[src/rtl/assert_macros.svh]
// Assertion macros shared by the display power controller RTL.
// Each macro expects clk_i and rst_ni in the scope where it is used.
`ifndef ASSERT_MACROS_SVH
`define ASSERT_MACROS_SVH

// Same-cycle implication, checked outside reset.
`define DIDS_ASSERT_IMP(lbl, ante, cons, msg) \
  lbl: assert property (@(posedge clk_i) disable iff (!rst_ni) (ante) |-> (cons)) \
    else $error(msg);

// Next-cycle implication, checked outside reset.
`define DIDS_ASSERT_NXT(lbl, ante, cons, msg) \
  lbl: assert property (@(posedge clk_i) disable iff (!rst_ni) (ante) |=> (cons)) \
    else $error(msg);

`endif

[src/rtl/dids_pkg.sv]
// Types and constants for the display idle dim/sleep controller.
// No dependencies; used by the interfaces, the step logic and the top level.
package dids_pkg;

  localparam int unsigned TimeW = 32;

  localparam logic [TimeW-1:0] DimAfterRst = 32'd15000;
  localparam logic [TimeW-1:0] OffAfterRst = 32'd45000;

  typedef enum logic [1:0] {
    MODE_ACTIVE = 2'd0,
    MODE_DIMMED = 2'd1,
    MODE_OFF    = 2'd2
  } mode_e;

  typedef enum logic [1:0] {
    CMD_NONE  = 2'd0,
    CMD_WAKE  = 2'd1,
    CMD_DIM   = 2'd2,
    CMD_SLEEP = 2'd3
  } cmd_e;

  typedef enum logic [1:0] {
    REQ_TICK    = 2'd0,
    REQ_BUTTONS = 2'd1,
    REQ_RESTART = 2'd2
  } req_e;

  typedef enum logic {
    CFG_DIM_AFTER = 1'b0,
    CFG_OFF_AFTER = 1'b1
  } cfg_reg_e;

  typedef struct packed {
    logic [1:0]       req_type;
    logic [TimeW-1:0] now_ms;
    logic             pri_held;
    logic             sec_held;
    logic             pri_click;
    logic             pri_hold;
    logic             sec_click;
    logic             sec_hold;
  } req_t;

  typedef struct packed {
    logic [1:0] display_mode;
    logic [1:0] display_command;
    logic       out_pri_held;
    logic       out_sec_held;
    logic       out_pri_click;
    logic       out_pri_hold;
    logic       out_sec_click;
    logic       out_sec_hold;
  } res_t;

  typedef struct packed {
    mode_e            mode;
    logic [TimeW-1:0] last_ms;
    logic             suppress;
  } state_t;

  typedef struct packed {
    logic [TimeW-1:0] dim_after_ms;
    logic [TimeW-1:0] off_after_ms;
  } timeouts_t;

endpackage

[src/rtl/dids_req_if.sv]
// Request channel: valid/ready handshake carrying one dids_pkg::req_t.
// Depends on dids_pkg.
interface dids_req_if;
  logic           valid;
  logic           ready;
  dids_pkg::req_t payload;

  modport source (output valid, output payload, input ready);
  modport sink   (input valid, input payload, output ready);
endinterface

[src/rtl/dids_res_if.sv]
// Result channel: valid/ready handshake carrying one dids_pkg::res_t.
// Depends on dids_pkg.
interface dids_res_if;
  logic           valid;
  logic           ready;
  dids_pkg::res_t payload;

  modport source (output valid, output payload, input ready);
  modport sink   (input valid, input payload, output ready);
endinterface

[src/rtl/dids_cfg_if.sv]
// Configuration write channel: valid/ready, register index and write data.
// Depends on dids_pkg.
interface dids_cfg_if;
  logic                        valid;
  logic                        ready;
  logic                        index;
  logic [dids_pkg::TimeW-1:0]  data;

  modport source (output valid, output index, output data, input ready);
  modport sink   (input valid, input index, input data, output ready);
endinterface

[src/rtl/dids_step.sv]
// Next-state and result logic for one request of the display controller.
// Purely combinational; depends on dids_pkg.
module dids_step (
  input  dids_pkg::state_t    state_i,
  input  dids_pkg::req_t      req_i,
  input  dids_pkg::timeouts_t tmo_i,
  output dids_pkg::state_t    state_o,
  output dids_pkg::res_t      res_o
);

  logic [dids_pkg::TimeW-1:0] idle_ms;
  logic                       held;
  logic                       evt;
  logic                       pass;
  dids_pkg::cmd_e             cmd;

  assign idle_ms = req_i.now_ms - state_i.last_ms;
  assign held    = req_i.pri_held | req_i.sec_held;
  assign evt     = req_i.pri_click | req_i.pri_hold |
                   req_i.sec_click | req_i.sec_hold;

  always_comb begin
    state_o = state_i;
    cmd     = dids_pkg::CMD_NONE;
    pass    = 1'b0;
    unique case (dids_pkg::req_e'(req_i.req_type))
      dids_pkg::REQ_RESTART: begin
        state_o.suppress = 1'b0;
        state_o.mode     = dids_pkg::MODE_ACTIVE;
        state_o.last_ms  = req_i.now_ms;
        cmd              = dids_pkg::CMD_WAKE;
      end
      dids_pkg::REQ_TICK: begin
        // off timeout wins over dim timeout
        if (state_i.mode != dids_pkg::MODE_OFF) begin
          if (idle_ms >= tmo_i.off_after_ms) begin
            state_o.mode = dids_pkg::MODE_OFF;
            cmd          = dids_pkg::CMD_SLEEP;
          end else if (state_i.mode == dids_pkg::MODE_ACTIVE &&
                       idle_ms >= tmo_i.dim_after_ms) begin
            state_o.mode = dids_pkg::MODE_DIMMED;
            cmd          = dids_pkg::CMD_DIM;
          end
        end
      end
      dids_pkg::REQ_BUTTONS: begin
        if (state_i.suppress) begin
          // drop blanking once both buttons are released
          if (!held) begin
            state_o.suppress = 1'b0;
          end
        end else if (state_i.mode == dids_pkg::MODE_OFF) begin
          if (held || evt) begin
            state_o.mode     = dids_pkg::MODE_ACTIVE;
            state_o.last_ms  = req_i.now_ms;
            state_o.suppress = held;
            cmd              = dids_pkg::CMD_WAKE;
          end
        end else begin
          if (held || evt) begin
            state_o.last_ms = req_i.now_ms;
            if (state_i.mode != dids_pkg::MODE_ACTIVE) begin
              state_o.mode = dids_pkg::MODE_ACTIVE;
              cmd          = dids_pkg::CMD_WAKE;
            end
          end
          pass = 1'b1;
        end
      end
      default: begin
      end
    endcase
  end

  always_comb begin
    res_o.display_mode    = state_o.mode;
    res_o.display_command = cmd;
    res_o.out_pri_held    = pass & req_i.pri_held;
    res_o.out_sec_held    = pass & req_i.sec_held;
    res_o.out_pri_click   = pass & req_i.pri_click;
    res_o.out_pri_hold    = pass & req_i.pri_hold;
    res_o.out_sec_click   = pass & req_i.sec_click;
    res_o.out_sec_hold    = pass & req_i.sec_hold;
  end

endmodule

[src/rtl/display_idle_dim_sleep_control.sv]
// Display idle dim/sleep controller: power state machine for a display panel.
//
// Channels:
//   req_i  - request transfers: a time tick, a button sample or a restart,
//            each with a millisecond timestamp (wrapping at 32 bits).
//   res_o  - one result transfer per request: mode after the step, panel
//            command (none, wake, dim, sleep) and the filtered buttons.
//   cfg_i  - register writes: index 0 dim timeout, index 1 off timeout.
//            Always ready; write only while no request is in flight.
// Timing:
//   A request lands in the input register, runs through the step logic
//   (one 32-bit subtract and two compares) and then lands in the result register,
//   from which its result transfers.
//   The state update closes within that one step, so one request per cycle while res_o does not stall.
// Reset:
//   Mode active, last activity zero, blanking clear, timeouts 15000/45000 ms.
// Backpressure:
//   When res_o stalls, the result register holds; the input register keeps
//   taking one more request, then req_i.ready drops until the result moves.
// Depends on dids_pkg, the channel interfaces, dids_step and assert_macros.svh.
`include "assert_macros.svh"

module display_idle_dim_sleep_control (
  input  logic       clk_i,
  input  logic       rst_ni,
  dids_req_if.sink   req_i,
  dids_res_if.source res_o,
  dids_cfg_if.sink   cfg_i
);

  logic                in_vld_q;
  dids_pkg::req_t      in_q;
  logic                out_vld_q;
  dids_pkg::res_t      out_q;
  dids_pkg::state_t    state_q;
  dids_pkg::state_t    state_d;
  dids_pkg::res_t      res_d;
  dids_pkg::timeouts_t tmo_q;
  logic                out_free;
  logic                adv;

  // Result register is free when empty or being taken this cycle.
  assign out_free    = !out_vld_q || res_o.ready;
  // Advance the input register into the result register.
  assign adv         = in_vld_q && out_free;
  assign req_i.ready = !in_vld_q || out_free;
  assign cfg_i.ready = 1'b1;

  assign res_o.valid   = out_vld_q;
  assign res_o.payload = out_q;

  dids_step u_step (
    .state_i (state_q),
    .req_i   (in_q),
    .tmo_i   (tmo_q),
    .state_o (state_d),
    .res_o   (res_d)
  );

  // Input register: capture a request whenever the slot is free.
  always_ff @(posedge clk_i or negedge rst_ni) begin
    if (!rst_ni) begin
      in_vld_q <= 1'b0;
    end else if (req_i.ready) begin
      in_vld_q <= req_i.valid;
    end
  end

  always_ff @(posedge clk_i) begin
    if (req_i.valid && req_i.ready) begin
      in_q <= req_i.payload;
    end
  end

  // Result register and power state advance together.
  always_ff @(posedge clk_i or negedge rst_ni) begin
    if (!rst_ni) begin
      out_vld_q        <= 1'b0;
      state_q.mode     <= dids_pkg::MODE_ACTIVE;
      state_q.last_ms  <= '0;
      state_q.suppress <= 1'b0;
    end else begin
      if (out_free) begin
        out_vld_q <= in_vld_q;
      end
      if (adv) begin
        state_q <= state_d;
      end
    end
  end

  always_ff @(posedge clk_i) begin
    if (adv) begin
      out_q <= res_d;
    end
  end

  // Timeout registers.
  always_ff @(posedge clk_i or negedge rst_ni) begin
    if (!rst_ni) begin
      tmo_q.dim_after_ms <= dids_pkg::DimAfterRst;
      tmo_q.off_after_ms <= dids_pkg::OffAfterRst;
    end else if (cfg_i.valid) begin
      unique case (dids_pkg::cfg_reg_e'(cfg_i.index))
        dids_pkg::CFG_DIM_AFTER: tmo_q.dim_after_ms <= cfg_i.data;
        dids_pkg::CFG_OFF_AFTER: tmo_q.off_after_ms <= cfg_i.data;
        default: begin
        end
      endcase
    end
  end

  // A sleep command leaves the display off.
  `DIDS_ASSERT_IMP(a_sleep_off,
    out_vld_q && out_q.display_command == dids_pkg::CMD_SLEEP,
    out_q.display_mode == dids_pkg::MODE_OFF, "sleep command without off mode")

  // A wake command always lands in active mode.
  `DIDS_ASSERT_IMP(a_wake_active,
    out_vld_q && out_q.display_command == dids_pkg::CMD_WAKE,
    out_q.display_mode == dids_pkg::MODE_ACTIVE, "wake command without active mode")

  // Buttons never pass through while the display is off.
  `DIDS_ASSERT_IMP(a_blank_off,
    out_vld_q && out_q.display_mode == dids_pkg::MODE_OFF,
    !(out_q.out_pri_held || out_q.out_sec_held ||
      out_q.out_pri_click || out_q.out_pri_hold ||
      out_q.out_sec_click || out_q.out_sec_hold),
    "buttons passed while off")

  // Power state only moves when a request advances.
  `DIDS_ASSERT_NXT(a_state_hold, !adv, $stable(state_q), "state changed without a request")

endmodule

[src/flat_wrapper.sv]
// flat-port wrapper written by rule: the top's interface ports become plain ports
module display_idle_dim_sleep_control_flat 
  (clk_i, rst_ni, req_i_valid, req_i_payload, req_i_ready, res_o_valid, res_o_payload, res_o_ready, cfg_i_valid, cfg_i_index, cfg_i_data, cfg_i_ready);
  dids_req_if req_i_i ();
  dids_res_if res_o_i ();
  dids_cfg_if cfg_i_i ();
  input  logic clk_i;
  input  logic rst_ni;
  input wire logic [$bits(req_i_i.valid)-1:0] req_i_valid;
  input wire logic [$bits(req_i_i.payload)-1:0] req_i_payload;
  output wire logic [$bits(req_i_i.ready)-1:0] req_i_ready;
  output wire logic [$bits(res_o_i.valid)-1:0] res_o_valid;
  output wire logic [$bits(res_o_i.payload)-1:0] res_o_payload;
  input wire logic [$bits(res_o_i.ready)-1:0] res_o_ready;
  input wire logic [$bits(cfg_i_i.valid)-1:0] cfg_i_valid;
  input wire logic [$bits(cfg_i_i.index)-1:0] cfg_i_index;
  input wire logic [$bits(cfg_i_i.data)-1:0] cfg_i_data;
  output wire logic [$bits(cfg_i_i.ready)-1:0] cfg_i_ready;
  assign req_i_i.valid = req_i_valid;
  assign req_i_i.payload = req_i_payload;
  assign req_i_ready = req_i_i.ready;
  assign res_o_valid = res_o_i.valid;
  assign res_o_payload = res_o_i.payload;
  assign res_o_i.ready = res_o_ready;
  assign cfg_i_i.valid = cfg_i_valid;
  assign cfg_i_i.index = cfg_i_index;
  assign cfg_i_i.data = cfg_i_data;
  assign cfg_i_ready = cfg_i_i.ready;
  display_idle_dim_sleep_control u_core (.clk_i(clk_i), .rst_ni(rst_ni), .req_i(req_i_i), .res_o(res_o_i), .cfg_i(cfg_i_i));
endmodule
[config.mk]
export PLATFORM = sky130hd
export DESIGN_NAME = display_idle_dim_sleep_control_flat
export DESIGN_NICKNAME = d
export VERILOG_FILES = /design/src/rtl/dids_pkg.sv /design/src/rtl/dids_req_if.sv /design/src/rtl/dids_res_if.sv /design/src/rtl/dids_cfg_if.sv /design/src/rtl/dids_step.sv /design/src/rtl/display_idle_dim_sleep_control.sv /design/src/flat_wrapper.sv
export VERILOG_INCLUDE_DIRS = /design/src /design/src/rtl
export SDC_FILE = /design/constraint.sdc
export NUM_CORES = 1
export LEC_CHECK = 0
export ABC_AREA = 1
export BUFFER_PORTS_ARGS = -buffer_cell sky130_fd_sc_hd__buf_2
export CAP_MARGIN = 20
export CORE_MARGIN = 3
export CORE_UTILIZATION = 54
export DETAILED_ROUTE_END_ITERATION = 12
export PLACE_DENSITY = 0.77
export SLEW_MARGIN = 25
export SYNTH_ARGS = -nofsm -noshare
export SYNTH_HDL_FRONTEND = slang
export SYNTH_SLANG_ARGS = --single-unit
export TNS_END_PERCENT = 50
[constraint.sdc]
create_clock -name clk_i -period 3.32 [get_ports clk_i]
set_clock_uncertainty 0.15 [all_clocks]
set_input_delay 0.166 -clock clk_i [delete_from_list [all_inputs] [get_ports clk_i]]
set_output_delay 0.166 -clock clk_i [all_outputs]
set_load 0.01 [all_outputs]
# Word-level counts from Yosys, hierarchy flattened

Index checks and enable logic that the tools add are counted.

Output and inout port bits: 13
Register bits after elaboration: 151
Input bits: 78

$lt $le $gt $ge: 2
Reduce and logical (&&, ||, !) cells: 16
Muxes and demuxes: 25
Bitwise gates (word level): 11
Equal/unequal tests: 6
Add/subtract/negate cells: 1

Operator list:

| cell                                           | count |
|---|---|
| 2-to-1 mux 34 bit                              | 3 |
| case mux 33 bit (2 select lines)               | 1 |
| greater-or-equal comparator 32 bit             | 2 |
| 2-to-1 mux 35 bit                              | 1 |
| subtractor 32 bit                              | 1 |
| 2-to-1 mux 2 bit                               | 10 |
| case mux 2 bit (3 select lines)                | 2 |
| 2-to-1 mux 1 bit                               | 8 |
| bitwise AND 1 bit                              | 6 |
| inequality test 2 bit (second input constant)  | 3 |
| AND reduction 2 bit                            | 3 |
| == test 2 bit (second input constant)          | 2 |
| zero test 2 bit                                | 2 |
| OR 1 bit                                       | 4 |
| AND reduction 4 bit                            | 1 |
| nonzero test 2 bit                             | 2 |
| logical AND 1 bit                              | 3 |
| logical OR 1 bit                               | 3 |
| == test 2 x 1 -> 1 bit (second input constant) | 1 |
| zero test 1 bit                                | 2 |
| inverter 1 bit                                 | 1 |

# Logic depth before layout (Yosys ltp)

Depth in word-level cells: 8
Depth in mapped cells: 26

# Modules after synthesis

From an unflattened synthesis, not the netlist that was laid out.

Cells, all modules: 1234
Area, all modules: 9806.9 µm²

Modules (own cells, without submodules):

| module                         | area each (µm²) | instances | sequential area each (µm²) | cells each |
|---|---|---|---|---|
| display_idle_dim_sleep_control | 5376.4          | 1         | 4048.9                     | 452 |
| dids_step                      | 4430.5          | 1         | 0.0                        | 782 |

# Worst setup path before layout

Ideal clock, no wire load.

Kind: reg-to-reg
Start: reg u_core.in_q[6] (netlist bit)
End: reg u_core.out_q (netlist bit u_core.res_o.payload[6]) (data pin)
Clock period less this slack: 3255 ps
Arrival: 2844 ps
Path slack: 65 ps
Buffers on the path: 0
Stages on the path, launching flop included: 26
Setup time: 261 ps
Path through: edfxtp_1 inv_1 ha_1 inv_1 fa_1 nand3_1 nand2_1 a21oi_1 inv_1 nand2_1 nand2_2 a21oi_1 xnor2_1 ha_1 nand2_1 inv_1 nand2_1 nand2_1 nand2_1 nand2_1 a21oi_1 nand3_1 nand2_1 nand2_1 nand2_1 o21ai_0

RTL lines:

| item                   | RTL line                             | text |
|---|---|---|
| from (decl)            | display_idle_dim_sleep_control.sv:32 | `dids_pkg::req_t in_q;` |
| from (signal assigned) | display_idle_dim_sleep_control.sv:71 | `in_q <= req_i.payload;` |
| to (signal assigned)   | display_idle_dim_sleep_control.sv:94 | `out_q <= res_d;` |
| to (decl)              | display_idle_dim_sleep_control.sv:34 | `dids_pkg::res_t out_q;` |

==> flow_summary.toml <==
[placement]
place.gp.congestion = 0.954
io_buffers = 89
post_dp_cell_area_mm2 = 0.0106
dp_hpwl_mm = 16.2
place_inst = 1489

[final_layout]
stdcell_area_mm2 = 0.0128
area_growth_syn_to_layout_pct = 40.5
antenna_cells = 0
final_cells = 1619
final_net_count = 1567
layout-drive-gt1-share_pct = 28.2

[global_route]
grt_pass1_wl_mm = 39.8
grt_antenna_before_repair = 0
grt-ovfl-total = 0
grt_usage_pct = 27.2
grt_pass1_vias = 8386
grt_max_degree = 65

[timing]
worstMarginPinSlew_ns = 0.765
tns_ns = -2.34
slew_viol_final = 0
final-hold-violation-count = 0
rsz0062_at_grt = "true"
setup_slack_ns = -0.442
slew_headroom_pct = 48.9
finalCriticalPeriod_ns = 3.76
fin_crit_sh_pct = 113
setup_violations = 6
fmax_mhz = 266

[synth]
yosysTopAreaCell = "dfrtp_1"
synth.avg_cell_area_um2 = 8.31
synth_cell_type_count = 37
ys_seq_elements = 151
ys_async_sr_fraction_pct = 66.9
syn_area_mm2 = 0.00909
synth_edf_count = 50
synth_cells = 1094
syn-num-nets = 1271
ys_warn_count = 0
synth_area_leaders = "dfrtp_1 (23%), edfxtp_1 (17%), ha_1 (13%)"
ys.flop_type = "dfrtp_1"
synth_top_area_share_pct = 23.4
ys_seq_area_share_pct = 44.5

[routing]
drc = 0
antenna_left = 0
wl_mm = 26.7
viasPerCell = 5.38
drt_pass1_iterations = 6
detail_route.wl_per_cell_um = 16.5
drt_iter0_drc = 839
dr_total_vias = 8707

[floorplanning]
rows = 46
die_y_um = 136
core_area_mm2 = 0.0162
chipWidth_um = 136
ioPinCount = 91
initial_core_util_pct = 56.2
die_area_mm2 = 0.0184

[cts]
cts_sinks = 151
clk_pin_slew_ns = 0.07
clock_tree.buffer_depth = 2
root_buffer = "clkbuf_16"
cts_tree = "done"
htree_levels = 4
cts_buffers = 17
clk_latency_ns = 0.45

[power_and_ir_drop]
p_seq_share_pct = 22.5
p_switching_uw = 4580
combPwrFrac_pct = 59.2
power_frac_clock_pct = 18.3
p_leak_uw = 0.00646
finalPower_uw = 10900
ir_worst_vdd_v = 0.000558
switching_share_pct = 42.2
power_density_mw_per_mm2 = 850
p_int_uw = 6270

[worst_setup_path]
worst-setup-path-type = "reg2reg"
worst_ep_arrival_time_ns = 3.82
required_ns = 3.38
startpoint_type = "register"
crit_path_end_kind = "register"
crit_path_max_fanout = 4

[outcome]
status = "finished with violations"
failed_checks = "setup timing"

[job]
drv_cap = 0

[min_path]
min_path_type = "in2async"
## synth_stat cells (all sizes together) (3+ instances only)
master	number
dfstp	16
nand2	245
nand3	27
edfxtp	50
a21boi	4
nand4	12
xor2	19
inv	199
xnor2	7
nor4	3
o21ai	91
o21a	4
a31oi	5
ha	98
buf	7
o21bai	4
nor2	98
dfrtp	85
a21o	6
nor3	5
a21oi	92
clkbuf	12
## cell usage in the layout (no fill, tap or decap), drive strengths merged
master         n
dfstp         16
xnor2          7
ha            98
nor4           3
o21bai         4
inv          206
fa             1
clkbuf        17
nand4         12
xor2          19
o21a           4
a21oi         92
a21boi         4
buf          219
clkinv         5
nand3         27
a21o           6
bufinv         2
mux2           1
dlygate4sd3   77
conb           1
a31oi          5
o2111ai        1
nor2          98
clkinvlp       1
o41ai          1
nor3           5
o21ai         91
dfrtp         85
nand2        245
edfxtp        50
## stage by stage
step                hold slack (ns)  setup slack, ns  util, %
floorplan                    -0.280           0.0651        -
global placement             0.0879           -0.446     65.3
detailed placement           0.0854           -0.581     65.3
CTS                           0.167           -0.261     75.6
global route                  0.214           -0.608     79.0
finish                        0.149           -0.442     79.0
## per-layer routing
metal	track usage [%]	up-vias	wire length, um
met5	0	-	0
met4	9.13	0	853
met3	4.46	88	1700
met2	46.2	396	13200
met1	35.7	4100	10900
li1	-	4123	-
## critical path, stage by stage (launching register included)
cell and delay (ns):
dfrtp_1 0.37, inv_1 0.14, ha_4 0.24, nand2_1 0.10, nand2_1 0.10, a21oi_1 0.17
a21boi_2 0.19, o21ai_2 0.09, nand2_1 0.09, nand2_2 0.10, nand2_1 0.12, nand2_1 0.06
nand2_1 0.06, nand2_1 0.09, ha_1 0.33, nand2_1 0.09, inv_2 0.07, buf_4 0.10
nand4_1 0.14, nor2_4 0.15, nand4_1 0.19, nand4_1 0.18, nand2_1 0.10, nand2_1 0.07
inv_1 0.03
## logic make-up after synthesis
family | Yosys count | share of synthesized area (%)
AO/OA/AOI/OAI | 208 | 12.3
XOR/XNOR | 26 | 2.50
adder cells (fa/ha/maj) | 99 | 13.7
buffers and inverters | 218 | 9.21
flip-flops | 151 | 44.5
multiplexers | 1 | 0.124
other | 1 | 0.0412
AND/OR/NAND/NOR | 390 | 17.5
## final cells by class
cell class	count	area [um^2]
inverter	199	749
sequential	151	4050
tap	216	270
clock inverter	15	166
multi-input combinational	725	4880
clock buffer	17	425
timing repair buffer	296	2230
fill	948	3400
## sequential cells by signal (all words and copies together) (netlist names)
name	flops
u_core.in_vld_q	1
u_core.state_q	35
u_core.res_o.valid	1
u_core.in_q	40
u_core.res_o.payload	10
u_core.tmo_q	64
## power groups by stage
stage	sequential (uW)	combinational, uW	clock, uW
final	2440	6430	1980
after global routing	2470	7030	2080
after CTS	2420	5440	1980
after detailed placement	2440	4990	0
after global placement	2430	4820	0
after floorplan	2420	3110	0
## path summary, 6_finish.rpt
kind / startpoint / cells past startpoint / slack, ns / endpoint
hold / removal: rst_ni / 2 / 0.15 / u_core.tmo_q[42]
hold reg to reg: u_core.tmo_q[5] / 2 / 0.34 / u_core.tmo_q[5]
max in group asynchronous: rst_ni / 3 / 2.15 / u_core.tmo_q[3]
setup / recovery: u_core.state_q[9] / 24 / -0.44 / u_core.res_o.payload[8]
min in group clk_i: cfg_i_index / 4 / 0.25 / u_core.tmo_q[3]
setup reg to reg: u_core.state_q[9] / 24 / -0.44 / u_core.res_o.payload[8]
## what timing repair did
action | CTS | global route
setup endpoints to repair | 6 | 6
endpoints found under the hold margin | 144 | 0
pin swaps | 19 | 49
cloned | 0 | 0
hold buffers | 77 | 0
gates resized for setup | 52 | 94
buffers inserted | 8 | 13
Power figures use the tool's default switching activity.
